File: config.mk
export PLATFORM = sky130hd
export DESIGN_NAME = vt52_escape_command_decoder
export DESIGN_NICKNAME = d
export VERILOG_FILES = /design/src/design/vt52ecd_pkg.sv /design/src/design/vt52ecd_front.sv /design/src/design/vt52ecd_queue.sv /design/src/design/vt52ecd_back.sv /design/src/design/vt52_escape_command_decoder.sv
export SDC_FILE = /design/constraint.sdc
export NUM_CORES = 1
export LEC_CHECK = 0
export BUFFER_PORTS_ARGS = -buffer_cell sky130_fd_sc_hd__buf_2
export CELL_PAD_IN_SITES_DETAIL_PLACEMENT = 0
export CELL_PAD_IN_SITES_GLOBAL_PLACEMENT = 1
export CORE_MARGIN = 2
export CORE_UTILIZATION = 51
export CTS_BUF_LIST = sky130_fd_sc_hd__clkbuf_16
export DETAILED_ROUTE_END_ITERATION = 8
export PLACE_DENSITY_LB_ADDON = 0.1
export SETUP_SLACK_MARGIN = 0.5
export SLEW_MARGIN = 20
export SYNTH_ARGS = -nofsm -noshare
export SYNTH_HDL_FRONTEND = slang
export SYNTH_SLANG_ARGS = --single-unit
File: constraint.sdc
create_clock -name i_clk -period 5.5 [get_ports i_clk]
set_input_delay 0.55 -clock i_clk [delete_from_list [all_inputs] [get_ports i_clk]]
set_output_delay 0.55 -clock i_clk [all_outputs]
set_load 0.02 [all_outputs]
File: src/design/vt52ecd_pkg.sv
// ----------------------------------------------------------------------------
// VT52 escape decoder package
// Shared types, command codes and helpers for the escape command decoder.
// ----------------------------------------------------------------------------
package vt52ecd_pkg;

    // Register defaults and queue sizing
    localparam logic [7:0] MAX_COL_RESET     = 8'd79;
    localparam logic [5:0] MAX_ROW_RESET     = 6'd24;
    localparam int         DEF_QUEUE_DEPTH   = 4;

    // Configuration register indexes
    localparam logic CFG_MAX_COL = 1'b0;
    localparam logic CFG_MAX_ROW = 1'b1;

    // Parameter byte bias of direct addressing
    localparam logic [7:0] PARAM_OFFSET = 8'd32;

    // Command letters
    localparam logic [7:0] CH_UP      = 8'h41; // A
    localparam logic [7:0] CH_DOWN    = 8'h42; // B
    localparam logic [7:0] CH_RIGHT   = 8'h43; // C
    localparam logic [7:0] CH_LEFT    = 8'h44; // D
    localparam logic [7:0] CH_CLEAR   = 8'h45; // E
    localparam logic [7:0] CH_HOME    = 8'h48; // H
    localparam logic [7:0] CH_RUP     = 8'h49; // I
    localparam logic [7:0] CH_CLR_EOS = 8'h4A; // J
    localparam logic [7:0] CH_CLR_EOL = 8'h4B; // K
    localparam logic [7:0] CH_INS     = 8'h4C; // L
    localparam logic [7:0] CH_DEL     = 8'h4D; // M
    localparam logic [7:0] CH_ADDR    = 8'h59; // Y
    localparam logic [7:0] CH_CLR_BOS = 8'h64; // d
    localparam logic [7:0] CH_SHOW    = 8'h65; // e
    localparam logic [7:0] CH_HIDE    = 8'h66; // f
    localparam logic [7:0] CH_SAVE    = 8'h6A; // j
    localparam logic [7:0] CH_RESTORE = 8'h6B; // k
    localparam logic [7:0] CH_CLR_LN  = 8'h6C; // l
    localparam logic [7:0] CH_CLR_BOL = 8'h6F; // o
    localparam logic [7:0] CH_REV_ON  = 8'h70; // p
    localparam logic [7:0] CH_REV_OFF = 8'h71; // q
    localparam logic [7:0] CH_WRAP_ON = 8'h76; // v
    localparam logic [7:0] CH_WRAP_OFF= 8'h77; // w

    typedef enum logic [2:0] {
        ACT_NONE        = 3'd0,
        ACT_CLEAR       = 3'd1,
        ACT_CLR_LINES   = 3'd2,
        ACT_ERASE_END   = 3'd3,
        ACT_ERASE_START = 3'd4,
        ACT_SCROLL_DOWN = 3'd5,
        ACT_INSERT      = 3'd6,
        ACT_DELETE      = 3'd7
    } t_action;

    typedef enum logic [1:0] {
        PH_CMD = 2'd0,
        PH_ROW = 2'd1,
        PH_COL = 2'd2
    } t_phase;

    // One screen action
    typedef struct packed {
        logic [7:0] column;
        logic [5:0] last_line;
        logic [5:0] first_line;
        t_action    action;
    } t_act;

    // Everything one input byte produces
    typedef struct packed {
        logic       wrap_flag;
        logic       reverse_flag;
        logic       visible_flag;
        logic [5:0] new_row;
        logic [7:0] new_col;
        logic       two;
        t_act       act1;
        t_act       act0;
    } t_cmd;

    // One result item, action in the low bits
    typedef struct packed {
        logic       wrap_flag;
        logic       reverse_flag;
        logic       visible_flag;
        logic [5:0] new_row;
        logic [7:0] new_col;
        t_act       act;
    } t_result;

    localparam t_act ACT_IDLE = '{column: 8'd0, last_line: 6'd0, first_line: 6'd0,
                                  action: ACT_NONE};

    // Unbias a parameter byte, force negatives to zero, clamp to limit
    function automatic logic [7:0] param_value(input logic [7:0] b, input logic [7:0] limit);
        logic [7:0] v;
        v = b - PARAM_OFFSET;
        if (v[7]) begin
            v = 8'd0;
        end
        return (v < limit) ? v : limit;
    endfunction

endpackage

File: src/design/vt52ecd_front.sv
// ----------------------------------------------------------------------------
// VT52 escape decoder front end
// Accepts bytes, keeps the escape state and turns each byte into a command.
// ----------------------------------------------------------------------------
module vt52ecd_front (
    input  logic                  i_clk,
    input  logic                  i_rst_n,
    input  logic                  i_valid,
    output logic                  o_ready,
    input  logic [7:0]            i_code_byte,
    input  logic [7:0]            i_cur_col,
    input  logic [5:0]            i_cur_row,
    input  logic [7:0]            i_max_col,
    input  logic [5:0]            i_max_row,
    input  logic                  i_full,
    output logic                  o_push,
    output vt52ecd_pkg::t_cmd     o_cmd
);

    vt52ecd_pkg::t_phase r_phase, n_phase;
    logic [5:0] r_pending_row, n_pending_row;
    logic [7:0] r_saved_col, n_saved_col;
    logic [5:0] r_saved_row, n_saved_row;
    logic       r_shown, n_shown;
    logic       r_reverse, n_reverse;
    logic       r_wrap, n_wrap;

    logic [7:0] x, y8, row_param, col_param;
    logic [5:0] y;
    vt52ecd_pkg::t_act a0, a1;
    logic       two;

    assign o_ready = !i_full;
    assign o_push  = i_valid && !i_full;

    always_ff @(posedge i_clk) begin
        if (!i_rst_n) begin
            r_phase       <= vt52ecd_pkg::PH_CMD;
            r_pending_row <= '0;
            r_saved_col   <= '0;
            r_saved_row   <= '0;
            r_shown       <= 1'b0;
            r_reverse     <= 1'b0;
            r_wrap        <= 1'b0;
        end else if (o_push) begin
            r_phase       <= n_phase;
            r_pending_row <= n_pending_row;
            r_saved_col   <= n_saved_col;
            r_saved_row   <= n_saved_row;
            r_shown       <= n_shown;
            r_reverse     <= n_reverse;
            r_wrap        <= n_wrap;
        end
    end

    always_comb begin
        row_param = vt52ecd_pkg::param_value(i_code_byte, {2'b00, i_max_row});
        col_param = vt52ecd_pkg::param_value(i_code_byte, i_max_col);
        y8        = 8'd0;
        x             = i_cur_col;
        y             = i_cur_row;
        a0            = vt52ecd_pkg::ACT_IDLE;
        a1            = vt52ecd_pkg::ACT_IDLE;
        two           = 1'b0;
        n_phase       = vt52ecd_pkg::PH_CMD;
        n_pending_row = r_pending_row;
        n_saved_col   = r_saved_col;
        n_saved_row   = r_saved_row;
        n_shown       = r_shown;
        n_reverse     = r_reverse;
        n_wrap        = r_wrap;
        unique case (r_phase)
            vt52ecd_pkg::PH_ROW: begin
                n_pending_row = row_param[5:0];
                n_phase       = vt52ecd_pkg::PH_COL;
            end
            vt52ecd_pkg::PH_COL: begin
                x = col_param;
                y = r_pending_row;
            end
            default: begin
                unique case (i_code_byte)
                    vt52ecd_pkg::CH_UP: begin
                        if (y != 6'd0) y = y - 6'd1;
                    end
                    vt52ecd_pkg::CH_DOWN: begin
                        if (y < i_max_row) y = y + 6'd1;
                    end
                    vt52ecd_pkg::CH_RIGHT: begin
                        if (x < i_max_col) x = x + 8'd1;
                    end
                    vt52ecd_pkg::CH_LEFT: begin
                        if (x != 8'd0) x = x - 8'd1;
                    end
                    vt52ecd_pkg::CH_CLEAR: begin
                        a0.action = vt52ecd_pkg::ACT_CLEAR;
                        x = 8'd0;
                        y = 6'd0;
                    end
                    vt52ecd_pkg::CH_HOME: begin
                        x = 8'd0;
                        y = 6'd0;
                    end
                    vt52ecd_pkg::CH_RUP: begin
                        if (y != 6'd0) begin
                            y = y - 6'd1;
                        end else begin
                            a0.action    = vt52ecd_pkg::ACT_SCROLL_DOWN;
                            a0.last_line = i_max_row;
                        end
                    end
                    vt52ecd_pkg::CH_CLR_EOS: begin
                        if (y < i_max_row) begin
                            a0.action     = vt52ecd_pkg::ACT_CLR_LINES;
                            a0.first_line = y + 6'd1;
                            a0.last_line  = i_max_row;
                            a1.action     = vt52ecd_pkg::ACT_ERASE_END;
                            a1.first_line = y;
                            a1.column     = x;
                            two           = 1'b1;
                        end else begin
                            a0.action     = vt52ecd_pkg::ACT_ERASE_END;
                            a0.first_line = y;
                            a0.column     = x;
                        end
                    end
                    vt52ecd_pkg::CH_CLR_EOL: begin
                        a0.action     = vt52ecd_pkg::ACT_ERASE_END;
                        a0.first_line = y;
                        a0.column     = x;
                    end
                    vt52ecd_pkg::CH_INS, vt52ecd_pkg::CH_DEL: begin
                        a0.first_line = y;
                        if (y >= i_max_row) begin
                            a0.action    = vt52ecd_pkg::ACT_CLR_LINES;
                            a0.last_line = y;
                        end else begin
                            a0.action    = (i_code_byte == vt52ecd_pkg::CH_DEL) ?
                                           vt52ecd_pkg::ACT_DELETE : vt52ecd_pkg::ACT_INSERT;
                            a0.last_line = i_max_row;
                        end
                        x = 8'd0;
                    end
                    vt52ecd_pkg::CH_ADDR: begin
                        n_phase = vt52ecd_pkg::PH_ROW;
                    end
                    vt52ecd_pkg::CH_CLR_BOS: begin
                        // clear rows above, then line start before the cursor
                        if (y != 6'd0 && x != 8'd0) begin
                            a0.action     = vt52ecd_pkg::ACT_CLR_LINES;
                            a0.last_line  = y - 6'd1;
                            a1.action     = vt52ecd_pkg::ACT_ERASE_START;
                            a1.first_line = y;
                            a1.column     = x - 8'd1;
                            two           = 1'b1;
                        end else if (y != 6'd0) begin
                            a0.action     = vt52ecd_pkg::ACT_CLR_LINES;
                            a0.last_line  = y - 6'd1;
                        end else if (x != 8'd0) begin
                            a0.action     = vt52ecd_pkg::ACT_ERASE_START;
                            a0.first_line = y;
                            a0.column     = x - 8'd1;
                        end
                    end
                    vt52ecd_pkg::CH_SHOW:     n_shown   = 1'b1;
                    vt52ecd_pkg::CH_HIDE:     n_shown   = 1'b0;
                    vt52ecd_pkg::CH_SAVE: begin
                        n_saved_col = x;
                        n_saved_row = y;
                    end
                    vt52ecd_pkg::CH_RESTORE: begin
                        x = r_saved_col;
                        y = r_saved_row;
                    end
                    vt52ecd_pkg::CH_CLR_LN: begin
                        a0.action     = vt52ecd_pkg::ACT_CLR_LINES;
                        a0.first_line = y;
                        a0.last_line  = y;
                        x = 8'd0;
                    end
                    vt52ecd_pkg::CH_CLR_BOL: begin
                        a0.action     = vt52ecd_pkg::ACT_ERASE_START;
                        a0.first_line = y;
                        a0.column     = x;
                    end
                    vt52ecd_pkg::CH_REV_ON:   n_reverse = 1'b1;
                    vt52ecd_pkg::CH_REV_OFF:  n_reverse = 1'b0;
                    vt52ecd_pkg::CH_WRAP_ON:  n_wrap    = 1'b1;
                    vt52ecd_pkg::CH_WRAP_OFF: n_wrap    = 1'b0;
                    default: y8 = 8'd0; // unknown command: no effect
                endcase
            end
        endcase
        o_cmd.act0         = a0;
        o_cmd.act1         = a1;
        o_cmd.two          = two;
        o_cmd.new_col      = x;
        o_cmd.new_row      = y | y8[5:0];
        o_cmd.visible_flag = n_shown;
        o_cmd.reverse_flag = n_reverse;
        o_cmd.wrap_flag    = n_wrap;
    end

endmodule

File: src/design/vt52ecd_queue.sv
// ----------------------------------------------------------------------------
// VT52 escape decoder command queue
// Small FIFO of decoded commands between the front and back ends.
// ----------------------------------------------------------------------------
module vt52ecd_queue #(
    parameter int DEPTH = vt52ecd_pkg::DEF_QUEUE_DEPTH
) (
    input  logic              i_clk,
    input  logic              i_rst_n,
    input  logic              i_push,
    input  vt52ecd_pkg::t_cmd i_cmd,
    output logic              o_full,
    input  logic              i_pop,
    output logic              o_valid,
    output vt52ecd_pkg::t_cmd o_head
);

    localparam int AW = (DEPTH > 1) ? $clog2(DEPTH) : 1;
    localparam int CW = $clog2(DEPTH + 1);
    localparam logic [AW-1:0] LAST_IDX = AW'(DEPTH - 1);
    localparam logic [CW-1:0] FULL_CNT = CW'(DEPTH);

    vt52ecd_pkg::t_cmd r_mem [DEPTH];
    logic [AW-1:0] r_wr_ptr, r_rd_ptr;
    logic [CW-1:0] r_count;

    assign o_full  = (r_count == FULL_CNT);
    assign o_valid = (r_count != '0);
    assign o_head  = r_mem[r_rd_ptr];

    always_ff @(posedge i_clk) begin
        if (i_push) begin
            r_mem[r_wr_ptr] <= i_cmd;
        end
    end

    always_ff @(posedge i_clk) begin
        if (!i_rst_n) begin
            r_wr_ptr <= '0;
            r_rd_ptr <= '0;
            r_count  <= '0;
        end else begin
            if (i_push) begin
                r_wr_ptr <= (r_wr_ptr == LAST_IDX) ? '0 : r_wr_ptr + AW'(1);
            end
            if (i_pop) begin
                r_rd_ptr <= (r_rd_ptr == LAST_IDX) ? '0 : r_rd_ptr + AW'(1);
            end
            if (i_push && !i_pop) begin
                r_count <= r_count + CW'(1);
            end else if (i_pop && !i_push) begin
                r_count <= r_count - CW'(1);
            end
        end
    end

endmodule

File: src/design/vt52ecd_back.sv
// ----------------------------------------------------------------------------
// VT52 escape decoder back end
// Splits each queued command into its results and holds them for the sink.
// ----------------------------------------------------------------------------
module vt52ecd_back (
    input  logic                 i_clk,
    input  logic                 i_rst_n,
    input  logic                 i_head_valid,
    input  vt52ecd_pkg::t_cmd    i_head,
    output logic                 o_pop,
    output logic                 o_valid,
    input  logic                 i_ready,
    output vt52ecd_pkg::t_result o_result,
    output logic                 o_last
);

    logic                 r_valid, n_valid;
    logic                 r_sel, n_sel;
    vt52ecd_pkg::t_result r_result, n_result;
    logic                 r_last, n_last;
    logic                 load;

    assign o_valid  = r_valid;
    assign o_result = r_result;
    assign o_last   = r_last;

    always_comb begin
        load     = !r_valid || i_ready;
        n_valid  = load ? i_head_valid : r_valid;
        n_sel    = r_sel;
        n_last   = r_sel || !i_head.two;
        o_pop    = load && i_head_valid && n_last;
        if (load && i_head_valid) begin
            n_sel = i_head.two && !r_sel;
        end
        n_result.act          = r_sel ? i_head.act1 : i_head.act0;
        n_result.new_col      = i_head.new_col;
        n_result.new_row      = i_head.new_row;
        n_result.visible_flag = i_head.visible_flag;
        n_result.reverse_flag = i_head.reverse_flag;
        n_result.wrap_flag    = i_head.wrap_flag;
    end

    always_ff @(posedge i_clk) begin
        if (!i_rst_n) begin
            r_valid <= 1'b0;
            r_sel   <= 1'b0;
        end else begin
            r_valid <= n_valid;
            r_sel   <= n_sel;
        end
    end

    always_ff @(posedge i_clk) begin
        if (load && i_head_valid) begin
            r_result <= n_result;
            r_last   <= n_last;
        end
    end

endmodule

File: src/design/vt52_escape_command_decoder.sv
// ----------------------------------------------------------------------------
// VT52 escape command decoder
// Decodes the bytes after ESC into cursor moves, flags and screen actions.
// ----------------------------------------------------------------------------
// Takes one byte per cycle on the slave stream while the command queue has
// room, each with the cursor the text engine holds, and gives one result (two
// for J and d when both parts apply) on the master stream; tlast marks the
// final result of a byte. A byte is decoded in the cycle it is accepted and
// lands in a small command queue; the back end loads its results from the
// queue head into the output register and drains one result per cycle from
// it while the sink is ready. Sustained rate is one byte per cycle while the
// sink keeps up, limited by the output at one result per cycle when two-result
// commands come in. The queue depth (QUEUE_DEPTH) sets how many bytes can be
// taken while the sink stalls. Write max_col and max_row only while idle.
// ----------------------------------------------------------------------------
module vt52_escape_command_decoder #(
    parameter int QUEUE_DEPTH = vt52ecd_pkg::DEF_QUEUE_DEPTH
) (
    input  logic        i_clk,
    input  logic        i_rst_n,
    // configuration write port
    input  logic        i_cfg_we,
    input  logic        i_cfg_index,
    input  logic [7:0]  i_cfg_data,
    // byte stream in
    input  logic        s_axis_tvalid,
    output logic        s_axis_tready,
    input  logic [23:0] s_axis_tdata,  // code_byte[7:0], cur_col[15:8], cur_row[21:16], zero
    // result stream out
    output logic        m_axis_tvalid,
    input  logic        m_axis_tready,
    output logic [39:0] m_axis_tdata,  // action[2:0], first_line[8:3], last_line[14:9],
                                       // column[22:15], new_col[30:23], new_row[36:31],
                                       // visible_flag[37], reverse_flag[38], wrap_flag[39]
    output logic        m_axis_tlast   // last
);

    logic [7:0] r_max_col;
    logic [5:0] r_max_row;

    logic                 push, full, pop, head_valid;
    vt52ecd_pkg::t_cmd    cmd, head;
    vt52ecd_pkg::t_result result;

    // Hold the screen limits; the user must write them only between bytes, the block does not enforce it
    always_ff @(posedge i_clk) begin
        if (!i_rst_n) begin
            r_max_col <= vt52ecd_pkg::MAX_COL_RESET;
            r_max_row <= vt52ecd_pkg::MAX_ROW_RESET;
        end else if (i_cfg_we) begin
            if (i_cfg_index == vt52ecd_pkg::CFG_MAX_COL) begin
                r_max_col <= i_cfg_data;
            end else begin
                r_max_row <= i_cfg_data[5:0];
            end
        end
    end

    // Front: decode the byte and advance the escape state
    vt52ecd_front u_front (
        .i_clk       (i_clk),
        .i_rst_n     (i_rst_n),
        .i_valid     (s_axis_tvalid),
        .o_ready     (s_axis_tready),
        .i_code_byte (s_axis_tdata[7:0]),
        .i_cur_col   (s_axis_tdata[15:8]),
        .i_cur_row   (s_axis_tdata[21:16]),
        .i_max_col   (r_max_col),
        .i_max_row   (r_max_row),
        .i_full      (full),
        .o_push      (push),
        .o_cmd       (cmd)
    );

    // Queue: decouple decode from the result stream
    vt52ecd_queue #(
        .DEPTH (QUEUE_DEPTH)
    ) u_queue (
        .i_clk   (i_clk),
        .i_rst_n (i_rst_n),
        .i_push  (push),
        .i_cmd   (cmd),
        .o_full  (full),
        .i_pop   (pop),
        .o_valid (head_valid),
        .o_head  (head)
    );

    // Back: emit one result per transfer
    vt52ecd_back u_back (
        .i_clk        (i_clk),
        .i_rst_n      (i_rst_n),
        .i_head_valid (head_valid),
        .i_head       (head),
        .o_pop        (pop),
        .o_valid      (m_axis_tvalid),
        .i_ready      (m_axis_tready),
        .o_result     (result),
        .o_last       (m_axis_tlast)
    );

    assign m_axis_tdata = result;

endmodule

=== Word-level counts from Yosys, hierarchy flattened ===
Memory sizes are Yosys's and may differ from the RTL's. A register that Yosys moved wholly into a read port is not among the register bits.
Index checks and enable logic that the tools add are counted.

* Word-level logic and storage cells: 162
* RAM bits: 232
* Memories kept: 1
* Bits of input ports: 38
* Output and inout port bits: 43
* Register bits: 89

* $add $sub $neg: 9
* Bitwise operators: 2
* Multiplexer cells: 63
* Reductions and logical operators: 30
* $lt $le $gt $ge: 5
* Eq/ne operators: 28

{| class="wikitable"
|+ Memory list
! memory !! words !! bits a word !! rd ports !! clocked after Yosys merged registers in !! write ports !! line !! source
|-
| u_queue.r_mem || 4 || 58 || 1 || 1 || 1 || vt52ecd_queue.sv:23 || <nowiki>vt52ecd_pkg::t_cmd r_mem [DEPTH];</nowiki>
|}

{| class="wikitable"
|+ Operators with widths
! operator !! number
|-
| $eq A8 B7 Y1 const B || 23
|-
| $mux W8 || 10
|-
| $mux W6 || 10
|-
| $mux W23 || 2
|-
| $mux W9 || 5
|-
| $pmux W8 S2 || 2
|-
| $pmux W8 S4 || 1
|-
| $pmux W6 S5 || 1
|-
| $pmux W3 S8 || 1
|-
| $pmux W6 S4 || 1
|-
| $pmux W8 S3 || 1
|-
| $mux W3 || 6
|-
| $pmux W6 S3 || 1
|-
| $pmux W9 S2 || 1
|-
| $pmux W6 S2 || 1
|-
| $mux W1 || 10
|-
| $reduce_or A2 Y1 || 5
|-
| $reduce_or A5 Y1 || 2
|-
| $add A8 B1 Y8 const B || 1
|-
| $lt A7 B8 Y1 || 1
|-
| $lt A8 B8 Y1 || 1
|-
| $mux W2 || 4
|-
| $pmux W1 S2 || 4
|-
| $reduce_bool A8 Y1 || 1
|-
| 24 further kinds || 42
|}

=== Depth between registers and ports, before layout ===
* Depth in word-level cells: 7
* Mapped depth: 13
* Depth with buffers taken out: 11

=== Cells and area by module ===
From an unflattened synthesis, not the netlist that was laid out.

* Cells, all modules: 1,189
* Area, all modules: 16,637.2 um2

{| class="wikitable"
|+ Modules (own cells, without submodules)
! module !! times used !! area an instance (um2) !! cells each !! seq. area each (um2)
|-
| vt52ecd_queue || 1 || 9,769.4 || 378 || 7,867.5
|-
| vt52ecd_front || 1 || 4,545.6 || 668 || 500.5
|-
| vt52ecd_back || 1 || 1,711.6 || 80 || 1,271.2
|-
| vt52_escape_command_decoder || 1 || 610.6 || 63 || 280.3
|}

=== Worst setup path before layout ===
Ideal clock, no wire load.

* Path type: input to register
* Start: input m_axis_tready
* End: register u_queue.r_count[2]
* Cell stages on the path: 10
* Data arrival time: 4.105 ns
* Path slack: 1.319 ns
* Path buffers: 0
* Setup time: 0.076 ns
* Required time: 5.424 ns
* Cells stage by stage: inv_1 > a21oi_1 > and2_1 > inv_1 > ha_1 > inv_1 > fa_1 > xor2_1 > or3_1 > a21boi_0

* Cells in the longest elaborated chain, start to end: 6
* Elaborated cells on any way between the ends: 8
* Those cells by class: mux: 1; reduce/logical: 7

{| class="wikitable"
|+ Ends and longest elaborated chain
! what !! line !! source
|-
| from (decl) || vt52_escape_command_decoder.sv:31 || <nowiki>input logic m_axis_tready,</nowiki>
|-
| $logic_or A1 B1 Y1 (*) || vt52ecd_back.sv:28 || <nowiki>load = !r_valid || i_ready;</nowiki>
|-
| $logic_and A1 B1 Y1 (*) (2 in a row) || vt52ecd_back.sv:32 || <nowiki>o_pop = load && i_head_valid && n_last;</nowiki>
|-
| $logic_not A1 Y1 || vt52ecd_queue.sv:49 || <nowiki>if (i_push && !i_pop) begin</nowiki>
|-
| $logic_and A1 B1 Y1 || vt52ecd_queue.sv:49 ||
|-
| $mux W3 / $reduce_bool A2 Y1 (equally long branches) || -- ||
|-
| to (signal assigned) || vt52ecd_queue.sv:50 || <nowiki>r_count <= r_count + CW'(1);</nowiki>
|-
| to (signal assigned) || vt52ecd_queue.sv:52 || <nowiki>r_count <= r_count - CW'(1);</nowiki>
|-
| to (decl) || vt52ecd_queue.sv:25 || <nowiki>logic [CW-1:0] r_count;</nowiki>
|}

Every way passes the cells marked *; elsewhere a longest branch is shown, timed or not.
A chain may end at the register's enable or synchronous reset.

==> results.tsv <==
stage	metric	value	unit
logic_synthesis	most numerous cell in the Yosys netlist	edfxtp_1	
setup_path	Worst Path Max Fanout	17	
placed_design	IO buf count	78	
setup_path	CP startpoint kind	input port	
global_routing	largest net degree at the start of global routing	57	
setup_path	worst r2r src	r_max_row[5]	
timing	final slew viol count	0	
logic_synthesis	synth top area cells	edfxtp_1 54%, mux4_2 8.5%, dfxtp_1 6.6%, ha_1 3.2%, nand2_1 2.1%	
setup_path	critical path class	in2reg	
die	die width	176	µm
logic_synthesis	Post-synth EDFFs	269	
timing	setup TNS	0	ps
die	chip height	176	µm
timing	Max-slew headroom	23.8	%
setup_path	Worst R2R End	u_queue.r_mem[2][49]	
logic_synthesis	post-synth top area share	53.7	%
die	CORE AREA	28900	µm²
global_routing	vias in the first global route	9228	
cells_and_area	P&R area growth vs syn	11.1	%
global_routing	first-pass GRT wire length	54300	µm
routing	vias per cell	5.93	
cells_and_area	Non-Filler Instances	1578	
worst_hold_path	HP Class	in2reg	
setup_path	CP endpoint	u_queue.r_mem[1][44]	
timing	clk_skew	38.3	ps
timing	RSZ-0062 raised after global routing	no	
placed_design	post-DP HPWL	23600	µm
setup_path	CP arrival	3670	ps
routing	final wirelength	35100	µm
die	Die ar.	30900	µm²
timing	Final Cycle Share	60.3	%
setup_path	crit path capture type	register	
cts	Bufs on Longest Clock Path	3	
global_routing	global-route usage over all layers	23.1	%
job	Max-Cap Viols	0	
cts	Clock Latency Late Sink	580	ps
timing	fmax	0.301	GHz
routing	Starting DRT DRC Count	676	
timing	Worst Tran Pin Value	1140	ps
logic_synthesis	top cells by count, synth	269 x edfxtp_1, 86 x nand2_1, 64 x nor2_1	
logic_synthesis	Synth Register Bits	319	
logic_synthesis	post-synth top area cell	edfxtp_1	
cts	Post-CTS Hold Fix Bufs	0	
cts	postcts setup bufs	0	
global_routing	initial antenna violation count	3	
cts	TritonCTS clock tree	done	
cts	clk sinks	319	
logic_synthesis	Syn. warnings	0	
cts	H-tree levels	1	
routing	Final ANT Viol Nets	0	
routing	drt drc	0	
placed_design	final RePlAce weighted congestion	0.878	
routing	drt wl/cell	22.2	µm
cts	clk slew on worst S/H paths	60	ps
setup_path	Critical Path RT	5850	ps
cts	Inserted Clock Buffers	31	
logic_synthesis	Netlist cell types	80	
cells_and_area	# nets final	1244	
power_and_ir_drop	worst vdd ir	0.000235	V
power_and_ir_drop	pwr dens	406	nW/µm²
timing	Hold Vio Cnt, Final	0	
die	I/O pins	81	
cells_and_area	Fill cells	2374	
cts	Root Driver	clkbuf_16	
logic_synthesis	post-synthesis cell area	15100	µm²
logic_synthesis	post-synthesis sequential area ratio	60.3	%
run_status	status	finished, final reports clean	
logic_synthesis	Synth async-reset ratio	0	%
global_routing	Overflow after GRT	0	
cts	Resized cells post-CTS	0	
logic_synthesis	Main synth FF type	edfxtp_1	
setup_path	Worst setup startpoint	s_axis_tdata[5]	
timing	setup violators final	0	
setup_path	R2R setup slack	2180	ps
routing	Via Count	9355	
timing	Tmin final	3320	ps
worst_hold_path	worst hold stages	3	
logic_synthesis	Mapped Cells	1109	
setup_path	R2R depth	10	
cells_and_area	fraction of layout cells with a size suffix above 1	20.0	%
routing	Pre-Repair DR Iteration Count	5	
logic_synthesis	Post-Syn Nets	1187	
die	Initial Util	52.2	%
die	Site Rows	62	
power_and_ir_drop	leakage	0.00569	µW
placed_design	placed cell count	1517	
logic_synthesis	syn_area_per_cell	13.6	µm²
sequential cells by signal, summed over array words and instances (netlist names), named ones only:
name / count
u_queue.r_mem: 228
u_back.o_last: 1
u_front.r_reverse: 1
u_front.r_shown: 1
u_queue.r_count: 3
u_front.r_saved_col: 8
r_max_row: 6
r_max_col: 8
u_front.r_pending_row: 6
u_front.r_wrap: 1
u_queue.r_wr_ptr: 2
u_back.o_result: 40
u_back.r_sel: 1
u_front.r_phase: 2
u_front.r_saved_row: 6
u_queue.r_rd_ptr: 2
u_back.o_valid: 1
where the power goes:
part,leakage (µW),switching (µW),internal (µW)
Clock,0.000495,866,1070
Sequential,0.00292,110,3060
Combinational,0.00227,974,706
routing by layer:
metal	wire length, µm	global-route usage (%)	vias up
li1	-	-	4383
met1	16000	33.1	4648
met2	16400	37.1	263
met3	1820	3.10	59
met4	875	6.75	2
met5	7	0	-
worst max-delay path, cell delays in order:
cell,delay [ps]
buf_2,270
inv_1,110
ha_1,270
xnor2_2,440
and2_1,310
ha_1,280
a41oi_1,200
o22ai_1,150
nor2_2,290
mux2_2,410
a221oi_2,380
cells by family after synthesis:
logic type      share of synthesized area [%]
flops                                    60.3
xor+xnor                                0.923
fa+ha+maj                                3.44
simple gates                             10.9
mux                                      12.3
buf+inv                                  2.78
compound gates                           9.33
how the worst min path moves through the flow:
stage	from	end	slack, ps
floorplan	u_front.r_pending_row[2]	u_front.r_pending_row[2]	420
global placement	u_front.r_pending_row[3]	u_front.r_pending_row[3]	450
detailed placement	u_front.r_pending_row[1]	u_front.r_pending_row[1]	450
CTS	i_cfg_data[6]	r_max_col[6]	180
global route	i_cfg_data[6]	r_max_col[6]	220
finish	i_cfg_data[6]	r_max_col[6]	210
placed cells by master, fill, tap and decap left out, types with 7 or more instances in the layout:
master and n:
o21ai_0 35, a21oi_1 42, o21ai_1 9, a21boi_0 17, ha_1 39, buf_4 12, nand3_1 29, o211ai_1 15
mux2i_1 30, dfxtp_1 48, nand2_1 86, a211oi_1 9, clkbuf_16 31, and2_1 16, buf_2 78, nor2_1 64
edfxtp_1 269, and3_1 8, clkinv_1 7, inv_1 46, mux2_2 24, a22oi_1 12, xor2_1 8, mux4_2 57
clkinv_2 7, nor3_1 19, nor2b_1 37, nand2b_1 14
cell type report:
cell class	count	area, µm²	share of cell area [%]
flip-flops and latches	319	9080	54.3
well taps	384	480	2.87
repair buffers	90	480	2.87
clock inverters	27	165	0.988
inverters	39	146	0.875
clock buffers	31	776	4.64
multi-input cells	685	5580	33.4
diodes	3	7.51	0.0449
stage by stage:
step / hold WS [ps] / setup WS (ps) / instance area [µm²] / util [%] / power [µW]
2_1_floorplan: 425 / 1320 / 15100 / - / 4440
3_3_place_gp: 447 / 1710 / 15800 / 54.7 / 4900
3_5_place_dp: 451 / 1610 / 15800 / 54.7 / 4940
4_1_cts: 182 / 2210 / 16700 / 57.9 / 6880
5_1_grt: 220 / 1930 / 16700 / 57.9 / 7100
6_report: 209 / 2180 / 16700 / 57.9 / 6790
No activity file was read; power rests on OpenSTA's default activity.
